**config.mk**
```make
export PLATFORM = sky130hd
export DESIGN_NAME = ball_physics_step
export DESIGN_NICKNAME = d
export VERILOG_FILES = /design/src/sv/bps_pkg.sv /design/src/sv/bps_mul.sv /design/src/sv/bps_sqrt.sv /design/src/sv/bps_div.sv /design/src/sv/ball_physics_step.sv
export SDC_FILE = /design/constraint.sdc
export NUM_CORES = 2
export LEC_CHECK = 0
export BUFFER_PORTS_ARGS = -buffer_cell sky130_fd_sc_hd__buf_2
export CAP_MARGIN = 30
export CORE_UTILIZATION = 55
export DETAILED_ROUTE_END_ITERATION = 12
export PLACE_DENSITY = 0.77
export SYNTH_ARGS = -nofsm -noshare
export SYNTH_HDL_FRONTEND = slang
export SYNTH_SLANG_ARGS = --single-unit
```
**constraint.sdc**
```tcl
create_clock -name clk -period 11.65 [get_ports clk]
set_input_delay 3.495 -clock clk [delete_from_list [all_inputs] [get_ports clk]]
set_output_delay 3.495 -clock clk [all_outputs]
set_load 0.02 [all_outputs]
```
**src/sv/bps_pkg.sv**
```systemverilog
// Shared types, widths and helper functions for the ball physics step block.
// Used by the serial arithmetic units and by the top level; depends on nothing.
`timescale 1ns / 1ps
`default_nettype none
package bps_pkg;

    // Serial multiplier operand widths: magnitude A and bit-serial operand B.
    localparam int MUL_A_W = 33;
    localparam int MUL_B_W = 29;
    localparam int MUL_P_W = MUL_A_W + MUL_B_W;

    // Squared distance, its root and the divider operands.
    localparam int SQ_IN_W   = 58;
    localparam int SQ_OUT_W  = 29;
    localparam int DIV_N_W   = 58;
    localparam int DIV_D_W   = 29;

    localparam int POS_W  = 28;
    localparam int VEL_W  = 32;
    localparam int WIDE_W = 40;
    localparam int Q16    = 16;

    // Configuration register indexes.
    localparam logic [2:0] REG_ARENA_W   = 3'd0;
    localparam logic [2:0] REG_ARENA_H   = 3'd1;
    localparam logic [2:0] REG_RADIUS    = 3'd2;
    localparam logic [2:0] REG_GRAVITY   = 3'd3;
    localparam logic [2:0] REG_PULL      = 3'd4;
    localparam logic [2:0] REG_DAMPING   = 3'd5;
    localparam logic [2:0] REG_RESTITUTE = 3'd6;

    typedef enum logic [4:0] {
        ST_IDLE, ST_GRAV, ST_DX2, ST_DY2, ST_SQRT, ST_PULL,
        ST_NUMX, ST_DIVX, ST_NUMY, ST_DIVY, ST_MOVX, ST_MOVY,
        ST_DAMP, ST_WALL, ST_RSTX, ST_RSTY, ST_FIN
    } state_t;

    // Handshake between the sequencer and one serial unit.
    typedef struct packed {
        logic busy;
        logic done;
    } unit_status_t;

    // Scale a signed product down by 16 bits, rounding half up.
    function automatic logic signed [63:0] round_q16(input logic signed [63:0] v);
        logic signed [63:0] s;
        begin
            s = v + 64'sd32768;
            round_q16 = s >>> Q16;
        end
    endfunction

    function automatic logic signed [VEL_W-1:0] sat_vel(input logic signed [63:0] v);
        begin
            if (v > 64'sd2147483647)
                sat_vel = 32'sh7FFFFFFF;
            else if (v < -64'sd2147483648)
                sat_vel = 32'sh80000000;
            else
                sat_vel = v[VEL_W-1:0];
        end
    endfunction

    function automatic logic [POS_W-1:0] sat_pos(input logic signed [WIDE_W-1:0] v);
        begin
            if (v < 0)
                sat_pos = '0;
            else if (v > 40'sd268435455)
                sat_pos = '1;
            else
                sat_pos = v[POS_W-1:0];
        end
    endfunction

    function automatic logic [VEL_W-1:0] mag_vel(input logic signed [VEL_W-1:0] v);
        begin
            mag_vel = v[VEL_W-1] ? VEL_W'(-v) : v;
        end
    endfunction

endpackage
`default_nettype wire

```
**src/sv/bps_mul.sv**
```systemverilog
// Bit-serial shift-and-add multiplier, one multiplier bit per cycle.
// Depends on bps_pkg for operand widths.
`timescale 1ns / 1ps
`default_nettype none
module bps_mul
    import bps_pkg::*;
(
    input  wire logic                      clk,
    input  wire logic                      rst_n,
    input  wire logic                      go,
    input  wire logic [MUL_A_W-1:0]        a,
    input  wire logic [MUL_B_W-1:0]        b,
    input  wire logic                      neg,
    output logic signed [63:0]             prod,
    output unit_status_t                   status
);

    localparam int CNT_W = $clog2(MUL_B_W + 1);

    logic [MUL_A_W-1:0] a_reg, a_next;
    logic [MUL_A_W-1:0] hi_reg, hi_next;
    logic [MUL_B_W-1:0] lo_reg, lo_next;
    logic               neg_reg, neg_next;
    logic [CNT_W-1:0]   cnt_reg, cnt_next;
    logic               busy_reg, busy_next;
    logic               done_reg, done_next;
    logic [MUL_A_W:0]   sum;
    logic [MUL_P_W-1:0] mag;

    always_comb
    begin
        a_next    = a_reg;
        hi_next   = hi_reg;
        lo_next   = lo_reg;
        neg_next  = neg_reg;
        cnt_next  = cnt_reg;
        busy_next = busy_reg;
        done_next = 1'b0;
        sum = {1'b0, hi_reg} + (lo_reg[0] ? {1'b0, a_reg} : '0);
        if (go)
        begin
            a_next    = a;
            hi_next   = '0;
            lo_next   = b;
            neg_next  = neg;
            cnt_next  = CNT_W'(MUL_B_W);
            busy_next = 1'b1;
        end
        else if (busy_reg)
        begin
            hi_next  = sum[MUL_A_W:1];
            lo_next  = {sum[0], lo_reg[MUL_B_W-1:1]};
            cnt_next = cnt_reg - 1'b1;
            if (cnt_reg == CNT_W'(1))
            begin
                busy_next = 1'b0;
                done_next = 1'b1;
            end
        end
    end

    always_ff @(posedge clk or negedge rst_n)
    begin
        if (!rst_n)
        begin
            busy_reg <= 1'b0;
            done_reg <= 1'b0;
            cnt_reg  <= '0;
        end
        else
        begin
            busy_reg <= busy_next;
            done_reg <= done_next;
            cnt_reg  <= cnt_next;
        end
    end

    always_ff @(posedge clk)
    begin
        a_reg   <= a_next;
        hi_reg  <= hi_next;
        lo_reg  <= lo_next;
        neg_reg <= neg_next;
    end

    assign mag         = {hi_reg, lo_reg};
    assign prod        = neg_reg ? -$signed({2'b00, mag}) : $signed({2'b00, mag});
    assign status.busy = busy_reg;
    assign status.done = done_reg;

endmodule
`default_nettype wire

```
**src/sv/bps_sqrt.sv**
```systemverilog
// Digit-by-digit integer square root, two radicand bits and one root bit per cycle.
// Depends on bps_pkg for widths.
`timescale 1ns / 1ps
`default_nettype none
module bps_sqrt
    import bps_pkg::*;
(
    input  wire logic                  clk,
    input  wire logic                  rst_n,
    input  wire logic                  go,
    input  wire logic [SQ_IN_W-1:0]    radicand,
    output logic [SQ_OUT_W-1:0]        root,
    output unit_status_t               status
);

    localparam int REM_W = SQ_OUT_W + 3;
    localparam int CNT_W = $clog2(SQ_OUT_W + 1);

    logic [SQ_IN_W-1:0]  v_reg, v_next;
    logic [REM_W-1:0]    rem_reg, rem_next;
    logic [SQ_OUT_W-1:0] root_reg, root_next;
    logic [CNT_W-1:0]    cnt_reg, cnt_next;
    logic                busy_reg, busy_next;
    logic                done_reg, done_next;
    logic [REM_W-1:0]    rem_sh;
    logic [REM_W-1:0]    trial;

    always_comb
    begin
        v_next    = v_reg;
        rem_next  = rem_reg;
        root_next = root_reg;
        cnt_next  = cnt_reg;
        busy_next = busy_reg;
        done_next = 1'b0;
        rem_sh = {rem_reg[REM_W-3:0], v_reg[SQ_IN_W-1 -: 2]};
        trial  = {1'b0, root_reg, 2'b01};
        if (go)
        begin
            v_next    = radicand;
            rem_next  = '0;
            root_next = '0;
            cnt_next  = CNT_W'(SQ_OUT_W);
            busy_next = 1'b1;
        end
        else if (busy_reg)
        begin
            v_next   = {v_reg[SQ_IN_W-3:0], 2'b00};
            cnt_next = cnt_reg - 1'b1;
            if (rem_sh >= trial)
            begin
                rem_next  = rem_sh - trial;
                root_next = {root_reg[SQ_OUT_W-2:0], 1'b1};
            end
            else
            begin
                rem_next  = rem_sh;
                root_next = {root_reg[SQ_OUT_W-2:0], 1'b0};
            end
            if (cnt_reg == CNT_W'(1))
            begin
                busy_next = 1'b0;
                done_next = 1'b1;
            end
        end
    end

    always_ff @(posedge clk or negedge rst_n)
    begin
        if (!rst_n)
        begin
            busy_reg <= 1'b0;
            done_reg <= 1'b0;
            cnt_reg  <= '0;
        end
        else
        begin
            busy_reg <= busy_next;
            done_reg <= done_next;
            cnt_reg  <= cnt_next;
        end
    end

    always_ff @(posedge clk)
    begin
        v_reg    <= v_next;
        rem_reg  <= rem_next;
        root_reg <= root_next;
    end

    assign root        = root_reg;
    assign status.busy = busy_reg;
    assign status.done = done_reg;

endmodule
`default_nettype wire

```
**src/sv/bps_div.sv**
```systemverilog
// Restoring unsigned divider, one quotient bit per cycle.
// Depends on bps_pkg for widths.
`timescale 1ns / 1ps
`default_nettype none
module bps_div
    import bps_pkg::*;
(
    input  wire logic                 clk,
    input  wire logic                 rst_n,
    input  wire logic                 go,
    input  wire logic [DIV_N_W-1:0]   numer,
    input  wire logic [DIV_D_W-1:0]   denom,
    output logic [DIV_N_W-1:0]        quot,
    output unit_status_t              status
);

    localparam int REM_W = DIV_D_W + 1;
    localparam int CNT_W = $clog2(DIV_N_W + 1);

    logic [DIV_N_W-1:0] n_reg, n_next;
    logic [DIV_D_W-1:0] d_reg, d_next;
    logic [REM_W-1:0]   rem_reg, rem_next;
    logic [DIV_N_W-1:0] q_reg, q_next;
    logic [CNT_W-1:0]   cnt_reg, cnt_next;
    logic               busy_reg, busy_next;
    logic               done_reg, done_next;
    logic [REM_W-1:0]   rem_sh;

    always_comb
    begin
        n_next    = n_reg;
        d_next    = d_reg;
        rem_next  = rem_reg;
        q_next    = q_reg;
        cnt_next  = cnt_reg;
        busy_next = busy_reg;
        done_next = 1'b0;
        rem_sh = {rem_reg[REM_W-2:0], n_reg[DIV_N_W-1]};
        if (go)
        begin
            n_next    = numer;
            d_next    = denom;
            rem_next  = '0;
            q_next    = '0;
            cnt_next  = CNT_W'(DIV_N_W);
            busy_next = 1'b1;
        end
        else if (busy_reg)
        begin
            n_next   = {n_reg[DIV_N_W-2:0], 1'b0};
            cnt_next = cnt_reg - 1'b1;
            if (rem_sh >= {1'b0, d_reg})
            begin
                rem_next = rem_sh - {1'b0, d_reg};
                q_next   = {q_reg[DIV_N_W-2:0], 1'b1};
            end
            else
            begin
                rem_next = rem_sh;
                q_next   = {q_reg[DIV_N_W-2:0], 1'b0};
            end
            if (cnt_reg == CNT_W'(1))
            begin
                busy_next = 1'b0;
                done_next = 1'b1;
            end
        end
    end

    always_ff @(posedge clk or negedge rst_n)
    begin
        if (!rst_n)
        begin
            busy_reg <= 1'b0;
            done_reg <= 1'b0;
            cnt_reg  <= '0;
        end
        else
        begin
            busy_reg <= busy_next;
            done_reg <= done_next;
            cnt_reg  <= cnt_next;
        end
    end

    always_ff @(posedge clk)
    begin
        n_reg   <= n_next;
        d_reg   <= d_next;
        rem_reg <= rem_next;
        q_reg   <= q_next;
    end

    assign quot        = q_reg;
    assign status.busy = busy_reg;
    assign status.done = done_reg;

endmodule
`default_nettype wire

```
**src/sv/ball_physics_step.sv**
```systemverilog
// Top level of the ball physics step: sequencer, state, configuration and output register.
// Depends on bps_pkg, bps_mul, bps_sqrt and bps_div.
`timescale 1ns / 1ps
`default_nettype none
// One transfer on the input channel advances the ball by one Euler step of dt seconds
// and yields exactly one transfer on the output channel with the new position and
// speed. Gravity is added to the vertical speed; when the target lies more than one
// pixel away a pull of the configured pull gain times dt along the unit direction to
// the target is added, then the ball moves, the horizontal speed is damped, and each
// wall clamps the position and reverses that speed scaled by restitution. All
// multiplies, square roots and divides run through three bit-serial units shared by a
// sequencer: a shift-and-add multiplier and a square root of 29 iterations each, and
// a divider of 58 iterations. The input is stalled for the whole step; the next input
// transfer can be taken in the cycle after the result is loaded. A finished result
// sits in the output register and the next input transfer is taken while it waits; a
// result that is still waiting when the next step finishes holds the sequencer in its
// final state.
// Configuration writes must be made only while the block is idle.
module ball_physics_step
    import bps_pkg::*;
#(
    parameter int FRAC_BITS = 16
)
(
    input  wire logic                    clk,
    input  wire logic                    rst_n,
    input  wire logic                    in_valid,
    output logic                         in_stall,
    input  wire logic [15:0]             dt,
    input  wire logic [POS_W-1:0]        target_x,
    input  wire logic [POS_W-1:0]        target_y,
    output logic                         out_valid,
    input  wire logic                    out_stall,
    output logic [POS_W-1:0]             pos_x,
    output logic [POS_W-1:0]             pos_y,
    output logic signed [VEL_W-1:0]      vel_x,
    output logic signed [VEL_W-1:0]      vel_y,
    input  wire logic                    cfg_we,
    input  wire logic [2:0]              cfg_index,
    input  wire logic [27:0]             cfg_data
);

    // Reset values follow the default geometry, saturated to the register width.
    localparam longint GRAV_RAW  = longint'(400) << FRAC_BITS;
    localparam longint PULL_RAW  = longint'(150) << FRAC_BITS;
    localparam longint BX_RAW    = longint'(320) << FRAC_BITS;
    localparam longint BY_RAW    = longint'(120) << FRAC_BITS;
    localparam longint SX_RAW    = longint'(120) << FRAC_BITS;
    localparam longint POS_LIM   = 268435455;
    localparam logic [POS_W-1:0] GRAV_RST = (GRAV_RAW > POS_LIM) ? '1 : POS_W'(GRAV_RAW);
    localparam logic [POS_W-1:0] PULL_RST = (PULL_RAW > POS_LIM) ? '1 : POS_W'(PULL_RAW);
    localparam logic [POS_W-1:0] BX_RST   = (BX_RAW > POS_LIM) ? '1 : POS_W'(BX_RAW);
    localparam logic [POS_W-1:0] BY_RST   = (BY_RAW > POS_LIM) ? '1 : POS_W'(BY_RAW);
    localparam logic [VEL_W-1:0] SX_RST   = (SX_RAW > 2147483647) ? 32'h7FFFFFFF
                                                                  : VEL_W'(SX_RAW);
    // The pull applies only beyond one pixel, compared on the squared distance.
    localparam logic [SQ_IN_W-1:0] NEAR_LIM = SQ_IN_W'(1) << (2 * FRAC_BITS);

    // Configuration registers.
    logic [11:0]      arena_w_reg;
    logic [11:0]      arena_h_reg;
    logic [10:0]      radius_reg;
    logic [POS_W-1:0] gravity_reg;
    logic [POS_W-1:0] pull_reg;
    logic [15:0]      damping_reg;
    logic [15:0]      restitution_reg;

    // Ball state, updated when a result is loaded.
    logic [POS_W-1:0]        ball_x_reg, ball_x_next;
    logic [POS_W-1:0]        ball_y_reg, ball_y_next;

    // Per-step working registers.
    state_t                  state_reg, state_next;
    logic                    run_reg, run_next;
    logic [15:0]             dt_reg;
    logic [POS_W-1:0]        tx_reg, ty_reg;
    logic signed [VEL_W-1:0] sx_reg, sx_next;
    logic signed [VEL_W-1:0] sy_reg, sy_next;
    logic [SQ_IN_W-1:0]      d2_reg, d2_next;
    logic [SQ_OUT_W-1:0]     dist_reg, dist_next;
    logic [POS_W-1:0]        t_reg, t_next;
    logic [DIV_N_W-1:0]      num_reg, num_next;
    logic signed [WIDE_W-1:0] x_reg, x_next;
    logic signed [WIDE_W-1:0] y_reg, y_next;
    logic                    bx_reg, bx_next;
    logic                    by_reg, by_next;

    // Output register.
    logic                    out_valid_reg, out_valid_next;
    logic [POS_W-1:0]        pos_x_reg, pos_y_reg;
    logic signed [VEL_W-1:0] vel_x_reg, vel_y_reg;
    logic                    out_load;

    // Unit connections.
    logic                    mul_go, sqrt_go, div_go;
    logic [MUL_A_W-1:0]      mul_a;
    logic [MUL_B_W-1:0]      mul_b;
    logic                    mul_neg;
    logic signed [63:0]      mul_p;
    logic signed [63:0]      mul_r;
    logic [SQ_OUT_W-1:0]     sqrt_root;
    logic [DIV_N_W-1:0]      div_q;
    unit_status_t            mul_st, sqrt_st, div_st;

    logic signed [POS_W:0]   dx, dy;
    logic [POS_W:0]          adx, ady;
    logic signed [WIDE_W-1:0] rad_w, arena_w, arena_h;
    logic in_xfer;

    assign in_xfer = in_valid && !in_stall;

    assign dx  = $signed({1'b0, tx_reg}) - $signed({1'b0, ball_x_reg});
    assign dy  = $signed({1'b0, ty_reg}) - $signed({1'b0, ball_y_reg});
    assign adx = dx[POS_W] ? (POS_W+1)'(-dx) : dx;
    assign ady = dy[POS_W] ? (POS_W+1)'(-dy) : dy;

    assign rad_w   = $signed(WIDE_W'(radius_reg) << FRAC_BITS);
    assign arena_w = $signed(WIDE_W'(arena_w_reg) << FRAC_BITS);
    assign arena_h = $signed(WIDE_W'(arena_h_reg) << FRAC_BITS);

    assign mul_r = round_q16(mul_p);

    bps_mul u_mul (
        .clk    (clk),
        .rst_n  (rst_n),
        .go     (mul_go),
        .a      (mul_a),
        .b      (mul_b),
        .neg    (mul_neg),
        .prod   (mul_p),
        .status (mul_st)
    );

    bps_sqrt u_sqrt (
        .clk      (clk),
        .rst_n    (rst_n),
        .go       (sqrt_go),
        .radicand (d2_reg),
        .root     (sqrt_root),
        .status   (sqrt_st)
    );

    bps_div u_div (
        .clk    (clk),
        .rst_n  (rst_n),
        .go     (div_go),
        .numer  (num_reg),
        .denom  (dist_reg),
        .quot   (div_q),
        .status (div_st)
    );

    // Sequencer. Each arithmetic state starts its unit on the first cycle, then
    // waits for the done pulse and folds the result into the working registers.
    always_comb
    begin
        state_next  = state_reg;
        run_next    = run_reg;
        sx_next     = sx_reg;
        sy_next     = sy_reg;
        d2_next     = d2_reg;
        dist_next   = dist_reg;
        t_next      = t_reg;
        num_next    = num_reg;
        x_next      = x_reg;
        y_next      = y_reg;
        bx_next     = bx_reg;
        by_next     = by_reg;
        ball_x_next = ball_x_reg;
        ball_y_next = ball_y_reg;
        mul_go      = 1'b0;
        sqrt_go     = 1'b0;
        div_go      = 1'b0;
        mul_a       = '0;
        mul_b       = '0;
        mul_neg     = 1'b0;
        out_load    = 1'b0;

        case (state_reg)
            ST_IDLE:
            begin
                if (in_xfer)
                begin
                    state_next = ST_GRAV;
                    run_next   = 1'b0;
                end
            end
            ST_GRAV:
            begin
                mul_a = MUL_A_W'(gravity_reg);
                mul_b = MUL_B_W'(dt_reg);
                if (!run_reg)
                begin
                    mul_go   = 1'b1;
                    run_next = 1'b1;
                end
                else if (mul_st.done)
                begin
                    run_next   = 1'b0;
                    sy_next    = sat_vel(64'(sy_reg) + mul_r);
                    state_next = ST_DX2;
                end
            end
            ST_DX2:
            begin
                mul_a = MUL_A_W'(adx);
                mul_b = MUL_B_W'(adx);
                if (!run_reg)
                begin
                    mul_go   = 1'b1;
                    run_next = 1'b1;
                end
                else if (mul_st.done)
                begin
                    run_next   = 1'b0;
                    d2_next    = SQ_IN_W'(mul_p);
                    state_next = ST_DY2;
                end
            end
            ST_DY2:
            begin
                mul_a = MUL_A_W'(ady);
                mul_b = MUL_B_W'(ady);
                if (!run_reg)
                begin
                    mul_go   = 1'b1;
                    run_next = 1'b1;
                end
                else if (mul_st.done)
                begin
                    run_next   = 1'b0;
                    d2_next    = d2_reg + SQ_IN_W'(mul_p);
                    state_next = (d2_next > NEAR_LIM) ? ST_SQRT : ST_MOVX;
                end
            end
            ST_SQRT:
            begin
                if (!run_reg)
                begin
                    sqrt_go  = 1'b1;
                    run_next = 1'b1;
                end
                else if (sqrt_st.done)
                begin
                    run_next   = 1'b0;
                    dist_next  = sqrt_root;
                    state_next = ST_PULL;
                end
            end
            ST_PULL:
            begin
                mul_a = MUL_A_W'(pull_reg);
                mul_b = MUL_B_W'(dt_reg);
                if (!run_reg)
                begin
                    mul_go   = 1'b1;
                    run_next = 1'b1;
                end
                else if (mul_st.done)
                begin
                    run_next   = 1'b0;
                    t_next     = POS_W'(mul_r);
                    state_next = ST_NUMX;
                end
            end
            ST_NUMX, ST_NUMY:
            begin
                mul_a = (state_reg == ST_NUMX) ? MUL_A_W'(adx) : MUL_A_W'(ady);
                mul_b = MUL_B_W'(t_reg);
                if (!run_reg)
                begin
                    mul_go   = 1'b1;
                    run_next = 1'b1;
                end
                else if (mul_st.done)
                begin
                    // Add half the divisor so the divide rounds to nearest.
                    run_next   = 1'b0;
                    num_next   = DIV_N_W'(mul_p) + DIV_N_W'(dist_reg >> 1);
                    state_next = (state_reg == ST_NUMX) ? ST_DIVX : ST_DIVY;
                end
            end
            ST_DIVX:
            begin
                if (!run_reg)
                begin
                    div_go   = 1'b1;
                    run_next = 1'b1;
                end
                else if (div_st.done)
                begin
                    run_next   = 1'b0;
                    sx_next    = sat_vel(dx[POS_W] ? 64'(sx_reg) - $signed(64'(div_q))
                                                   : 64'(sx_reg) + $signed(64'(div_q)));
                    state_next = ST_NUMY;
                end
            end
            ST_DIVY:
            begin
                if (!run_reg)
                begin
                    div_go   = 1'b1;
                    run_next = 1'b1;
                end
                else if (div_st.done)
                begin
                    run_next   = 1'b0;
                    sy_next    = sat_vel(dy[POS_W] ? 64'(sy_reg) - $signed(64'(div_q))
                                                   : 64'(sy_reg) + $signed(64'(div_q)));
                    state_next = ST_MOVX;
                end
            end
            ST_MOVX:
            begin
                mul_a   = MUL_A_W'(mag_vel(sx_reg));
                mul_b   = MUL_B_W'(dt_reg);
                mul_neg = sx_reg[VEL_W-1];
                if (!run_reg)
                begin
                    mul_go   = 1'b1;
                    run_next = 1'b1;
                end
                else if (mul_st.done)
                begin
                    run_next   = 1'b0;
                    x_next     = $signed(WIDE_W'(ball_x_reg)) + WIDE_W'(mul_r);
                    state_next = ST_MOVY;
                end
            end
            ST_MOVY:
            begin
                mul_a   = MUL_A_W'(mag_vel(sy_reg));
                mul_b   = MUL_B_W'(dt_reg);
                mul_neg = sy_reg[VEL_W-1];
                if (!run_reg)
                begin
                    mul_go   = 1'b1;
                    run_next = 1'b1;
                end
                else if (mul_st.done)
                begin
                    run_next   = 1'b0;
                    y_next     = $signed(WIDE_W'(ball_y_reg)) + WIDE_W'(mul_r);
                    state_next = ST_DAMP;
                end
            end
            ST_DAMP:
            begin
                mul_a   = MUL_A_W'(mag_vel(sx_reg));
                mul_b   = MUL_B_W'(damping_reg);
                mul_neg = sx_reg[VEL_W-1];
                if (!run_reg)
                begin
                    mul_go   = 1'b1;
                    run_next = 1'b1;
                end
                else if (mul_st.done)
                begin
                    run_next   = 1'b0;
                    sx_next    = sat_vel(mul_r);
                    state_next = ST_WALL;
                end
            end
            ST_WALL:
            begin
                // Left and top are checked first; right and bottom only otherwise.
                bx_next = 1'b0;
                by_next = 1'b0;
                if (x_reg - rad_w < 0)
                begin
                    x_next  = rad_w;
                    bx_next = 1'b1;
                end
                else if (x_reg + rad_w > arena_w)
                begin
                    x_next  = arena_w - rad_w;
                    bx_next = 1'b1;
                end
                if (y_reg - rad_w < 0)
                begin
                    y_next  = rad_w;
                    by_next = 1'b1;
                end
                else if (y_reg + rad_w > arena_h)
                begin
                    y_next  = arena_h - rad_w;
                    by_next = 1'b1;
                end
                state_next = bx_next ? ST_RSTX : (by_next ? ST_RSTY : ST_FIN);
            end
            ST_RSTX:
            begin
                mul_a   = MUL_A_W'(mag_vel(sx_reg));
                mul_b   = MUL_B_W'(restitution_reg);
                mul_neg = !sx_reg[VEL_W-1];
                if (!run_reg)
                begin
                    mul_go   = 1'b1;
                    run_next = 1'b1;
                end
                else if (mul_st.done)
                begin
                    run_next   = 1'b0;
                    sx_next    = sat_vel(mul_r);
                    state_next = by_reg ? ST_RSTY : ST_FIN;
                end
            end
            ST_RSTY:
            begin
                mul_a   = MUL_A_W'(mag_vel(sy_reg));
                mul_b   = MUL_B_W'(restitution_reg);
                mul_neg = !sy_reg[VEL_W-1];
                if (!run_reg)
                begin
                    mul_go   = 1'b1;
                    run_next = 1'b1;
                end
                else if (mul_st.done)
                begin
                    run_next   = 1'b0;
                    sy_next    = sat_vel(mul_r);
                    state_next = ST_FIN;
                end
            end
            ST_FIN:
            begin
                // Wait until the output register is free, then load it.
                if (!out_valid_reg || !out_stall)
                begin
                    out_load    = 1'b1;
                    ball_x_next = sat_pos(x_reg);
                    ball_y_next = sat_pos(y_reg);
                    state_next  = ST_IDLE;
                end
            end
            default:
            begin
                state_next = ST_IDLE;
                run_next   = 1'b0;
            end
        endcase
    end

    always_comb
    begin
        out_valid_next = out_valid_reg;
        if (out_load)
            out_valid_next = 1'b1;
        else if (out_valid_reg && !out_stall)
            out_valid_next = 1'b0;
    end

    always_ff @(posedge clk or negedge rst_n)
    begin
        if (!rst_n)
        begin
            state_reg       <= ST_IDLE;
            run_reg         <= 1'b0;
            out_valid_reg   <= 1'b0;
            ball_x_reg      <= BX_RST;
            ball_y_reg      <= BY_RST;
            sx_reg          <= SX_RST;
            sy_reg          <= '0;
            arena_w_reg     <= 12'd640;
            arena_h_reg     <= 12'd480;
            radius_reg      <= 11'd25;
            gravity_reg     <= GRAV_RST;
            pull_reg        <= PULL_RST;
            damping_reg     <= 16'd64881;
            restitution_reg <= 16'd52429;
        end
        else
        begin
            state_reg     <= state_next;
            run_reg       <= run_next;
            out_valid_reg <= out_valid_next;
            ball_x_reg    <= ball_x_next;
            ball_y_reg    <= ball_y_next;
            sx_reg        <= sx_next;
            sy_reg        <= sy_next;
            if (cfg_we)
            begin
                case (cfg_index)
                    REG_ARENA_W:   arena_w_reg     <= cfg_data[11:0];
                    REG_ARENA_H:   arena_h_reg     <= cfg_data[11:0];
                    REG_RADIUS:    radius_reg      <= cfg_data[10:0];
                    REG_GRAVITY:   gravity_reg     <= cfg_data;
                    REG_PULL:      pull_reg        <= cfg_data;
                    REG_DAMPING:   damping_reg     <= cfg_data[15:0];
                    REG_RESTITUTE: restitution_reg <= cfg_data[15:0];
                    default:       ;
                endcase
            end
        end
    end

    // Payload registers need no reset.
    always_ff @(posedge clk)
    begin
        if (in_xfer)
        begin
            dt_reg <= dt;
            tx_reg <= target_x;
            ty_reg <= target_y;
        end
        d2_reg   <= d2_next;
        dist_reg <= dist_next;
        t_reg    <= t_next;
        num_reg  <= num_next;
        x_reg    <= x_next;
        y_reg    <= y_next;
        bx_reg   <= bx_next;
        by_reg   <= by_next;
        if (out_load)
        begin
            pos_x_reg <= ball_x_next;
            pos_y_reg <= ball_y_next;
            vel_x_reg <= sx_reg;
            vel_y_reg <= sy_reg;
        end
    end

    assign in_stall  = (state_reg != ST_IDLE);
    assign out_valid = out_valid_reg;
    assign pos_x     = pos_x_reg;
    assign pos_y     = pos_y_reg;
    assign vel_x     = vel_x_reg;
    assign vel_y     = vel_y_reg;

    // An accepted item always starts the sequencer.
    a_accept_starts: assert property (@(posedge clk) disable iff (!rst_n)
        in_xfer |=> (state_reg == ST_GRAV))
        else $error("accepted item did not start the step");

    // A new result appears only from the final state.
    a_result_from_fin: assert property (@(posedge clk) disable iff (!rst_n)
        (out_load |-> (state_reg == ST_FIN)))
        else $error("result loaded outside the final state");

    // The multiplier is never restarted while it is still running.
    a_mul_not_busy: assert property (@(posedge clk) disable iff (!rst_n)
        mul_go |-> !mul_st.busy)
        else $error("multiplier started while busy");

    // A square root or divide only runs inside an accepted step.
    a_units_in_step: assert property (@(posedge clk) disable iff (!rst_n)
        (sqrt_go || div_go) |-> (state_reg != ST_IDLE) && !sqrt_st.busy && !div_st.busy)
        else $error("serial unit started out of sequence");

endmodule
`default_nettype wire
```
==> results.py <==
metrics = {
    "clock_network": {
        "clk_path_buf_depth": 3,
        "cts-buffers-inserted": 120,
        "ctsResizeCount": 0,
        "clkSlewWorstSetupHoldPaths_ps": 70,
        "post_cts_buffers": 0,
        "cts_tree": "yes",
        "cts_max_level": 3,
        "worstSkewPairLatency_ps": 800,
        "clock-sinks": 1104,
        "cts-hold-fix-buffers": 0,
        "cts_root_buffer": "clkbuf_16",
    },
    "worst_hold_path": {
        "min_from": "dist_reg[0]$_DFFE_PP_",
        "min_path_type": "flip-flop to flip-flop",
    },
    "logic_synthesis": {
        "yosys_warnings": 0,
        "ys.flop_type": "edfxtp_1",
        "synth_edf_count": 653,
        "synth_top_area_cell": "edfxtp_1",
        "synth_fp_nets": 9434,
        "synth_cells": 8753,
        "synth-async-reset-ratio_pct": 24.6,
        "syn_area_mm2": 0.0787,
        "synth_top_area_share_pct": 24.9,
        "yosysSeqAreaShare_pct": 38.2,
        "yosysUniqueCellTypes": 105,
        "netlist_top_cells_area": "edfxtp_1 25%, ha_1 8.9%, dfrtp_1 7.2%, nand2_1 4.9%, xnor2_1 4.9%",
        "syn_avg_cell_area_um2": 8.99,
        "synth-seq-cells": 1104,
    },
    "layout": {
        "nets": 9546,
        "drive_gt1_share_pct": 9.59,
        "final_util_pct": 61.1,
        "area_delta_synth_final_pct": 10.0,
    },
    "floorplanning": {
        "num_rows": 138,
        "core_mm2": 0.142,
        "initial_utilization_pct": 55.5,
        "num_io_pins": 230,
        "die_h_um": 380,
        "fp.dieW_um": 380,
        "die_area_mm2": 0.145,
    },
    "sta": {
        "max_freq_mhz": 96.2,
        "skew_ps": 60.3,
        "tns_ps": 0,
        "slew_violations": 0,
        "setup-violations-final": 0,
        "timing.hold.ws_ps": 447,
        "final-hold-violation-count": 0,
        "finalCriticalPeriod_ps": 10400,
        "worstMarginPinSlew_ps": 1190,
        "finalCritPeriodShare_pct": 89.2,
        "rsz0062_at_grt": "false",
        "max_slew_margin_pct": 20.5,
    },
    "worst_setup_path": {
        "r2r_start": "u_mul.lo_reg[9]$_DFFE_PP_",
        "endpoint": "sy_reg[30]$_DFFE_PN0P_",
        "crit_type": "flip-flop to flip-flop",
        "r2r_cells": 23,
        "cp-end-kind": "flip-flop",
        "worst_ep_arrival_time_ps": 10970,
        "rrSetupSlack_ps": 1250,
        "crit_slowest_cell": "nand4_1",
        "cpMostUsedCell": "o31ai_1",
        "slowest_delay_ps": 830,
        "rr_endpoint": "sy_reg[30]$_DFFE_PN0P_",
        "crit_fanout": 28,
        "worstSetupStartpointType": "flip-flop",
        "crit_start": "u_mul.lo_reg[9]$_DFFE_PP_",
        "cp.required_ps": 12220,
        "crit_chain": "nor4_1, nand4_1, o21ai_0, xor2_1, a211oi_1, nand4_2, or2_0, nor3_1, xnor2_1, ha_1, and3_1, nand3_1, or3_1, o31ai_1, o31a_1, a21o_1, a311oi_1, or4_1, or4b_2, o31ai_1, o21a_2, o21a_1, a31oi_1",
    },
    "grt": {
        "grt_use_total_pct": 36.0,
        "antenna_found_initial": 13,
        "grt_pass1_vias": 64900,
        "grt_pass1_wl_um": 401000,
        "overflow": 0,
        "grt_max_degree": 106,
    },
    "drt": {
        "vias": 70000,
        "via_per_inst": 6.44,
        "drtAntennaViolNets": 0,
        "dr.pass1.iters": 9,
        "wl_um": 270000,
        "initialDrtViolationCount": 9403,
        "wire_per_inst_um": 24.8,
        "drc": 0,
    },
    "run": {
        "max_cap_violations": 0,
    },
    "place": {
        "gp_routability_congestion": 1.06,
        "place_hpwl_um": 205000,
        "numPortBuffers": 229,
    },
    "status": {
        "status": "finished, final reports clean",
    },
}
-- Yosys cell counts, types with 19 or more instances --
master       n
a211oi_1    76
clkbuf_1   324
mux2_2      94
o21bai_1    63
o21ai_1     31
o21ai_0    487
o31ai_1    131
a22oi_1     32
inv_1      372
o21a_1      68
and4_1      26
nor4_1      74
a311oi_1    20
nand3b_1    19
nor3_1     170
nand2_1   1034
a31oi_1    108
nand4b_1    19
nor2b_1     83
nor2_1     785
dfrtp_1    226
and3_1      74
a41oi_1     23
nand4_1     94
edfxtp_1   653
dfstp_2     46
xor2_1     352
a222oi_1    39
xnor2_1    439
o211ai_1    64
or3_1       84
a21boi_0    22
and2_1      89
or4_1       36
nand2b_1   113
dfxtp_1    179
o31a_1      21
buf_1       33
a21oi_1    629
nand3_1    184
o41ai_1     26
or2_2       55
mux2i_1    174
ha_1       558
a21o_1     229
-- placed cells by master (no fill, tap or decap), types with 121 or more instances in the layout --
cell type and count:
a21o_1 228, a21oi_1 625, buf_2 231, buf_4 121, clkbuf_16 124, dfrtp_1 221
dfxtp_1 179, edfxtp_1 653, ha_1 558, inv_1 367, mux2i_1 174, nand2_1 1034
nand3_1 183, nor2_1 778, nor3_1 167, o21ai_0 484, o31ai_1 131, xnor2_1 438
xor2_1 351
-- stage by stage --
step | setup WS, ps | cells | cell area (µm²)
after floorplan | 3190 | 8753 | 78700
after global routing | 545 | 10900 | 86600
after detailed placement | 1650 | 10600 | 82000
final | 1250 | 10900 | 86600
after CTS | 1550 | 10900 | 86500
after global placement | 1690 | 10600 | 81800
-- worst min-delay path by stage --
stage,endpoint,cells after the start,slack [ps]
detailed placement,u_div.d_reg[0]$_DFFE_PP_,0,430
global placement,u_div.d_reg[0]$_DFFE_PP_,0,410
CTS,u_div.d_reg[0]$_DFFE_PP_,0,450
floorplan,u_div.d_reg[0]$_DFFE_PP_,0,400
finish,u_div.d_reg[0]$_DFFE_PP_,0,450
global route,u_div.d_reg[0]$_DFFE_PP_,0,450
-- logic make-up after synthesis --
| family | share of synthesized area [%] |
|---|---|
| buffers and inverters | 3.66 |
| flip-flops | 38.2 |
| AND/OR/NAND/NOR | 18.1 |
| multiplexers | 3.56 |
| XOR/XNOR | 8.92 |
| AO/OA/AOI/OAI | 18.4 |
| adder cells (fa/ha/maj) | 9.25 |
-- cell type report --
cell class	count	area, µm²
diodes	9	22.5
well taps	1890	2360
multi-input cells	6896	45900
repair buffers	365	2280
inverters	378	1430
flip-flops and latches	1104	30100
clock buffers	142	3240
clock inverters	87	1260
fillers	12100	55200
-- per-layer routing --
metal  routed length (µm)  GRT usage (%)  up-vias
met5                  172              0        -
met4                14500           17.4       14
met3                30400           8.17      645
met2               115000           53.5     3798
met1               110000           49.5    33500
li1                     -              -    32000
-- critical path: cells and delay by family (launching register included) --
family	cells	cell delay (ps)
flip-flops	1	480
AND/OR/NAND/NOR	10	4610
adder cells (fa/ha/maj)	1	510
AO/OA/AOI/OAI	10	4100
XOR/XNOR	2	490
Power is not shown: default switching activity piles up to over one toggle a cycle in this logic, so the estimate is an artifact.
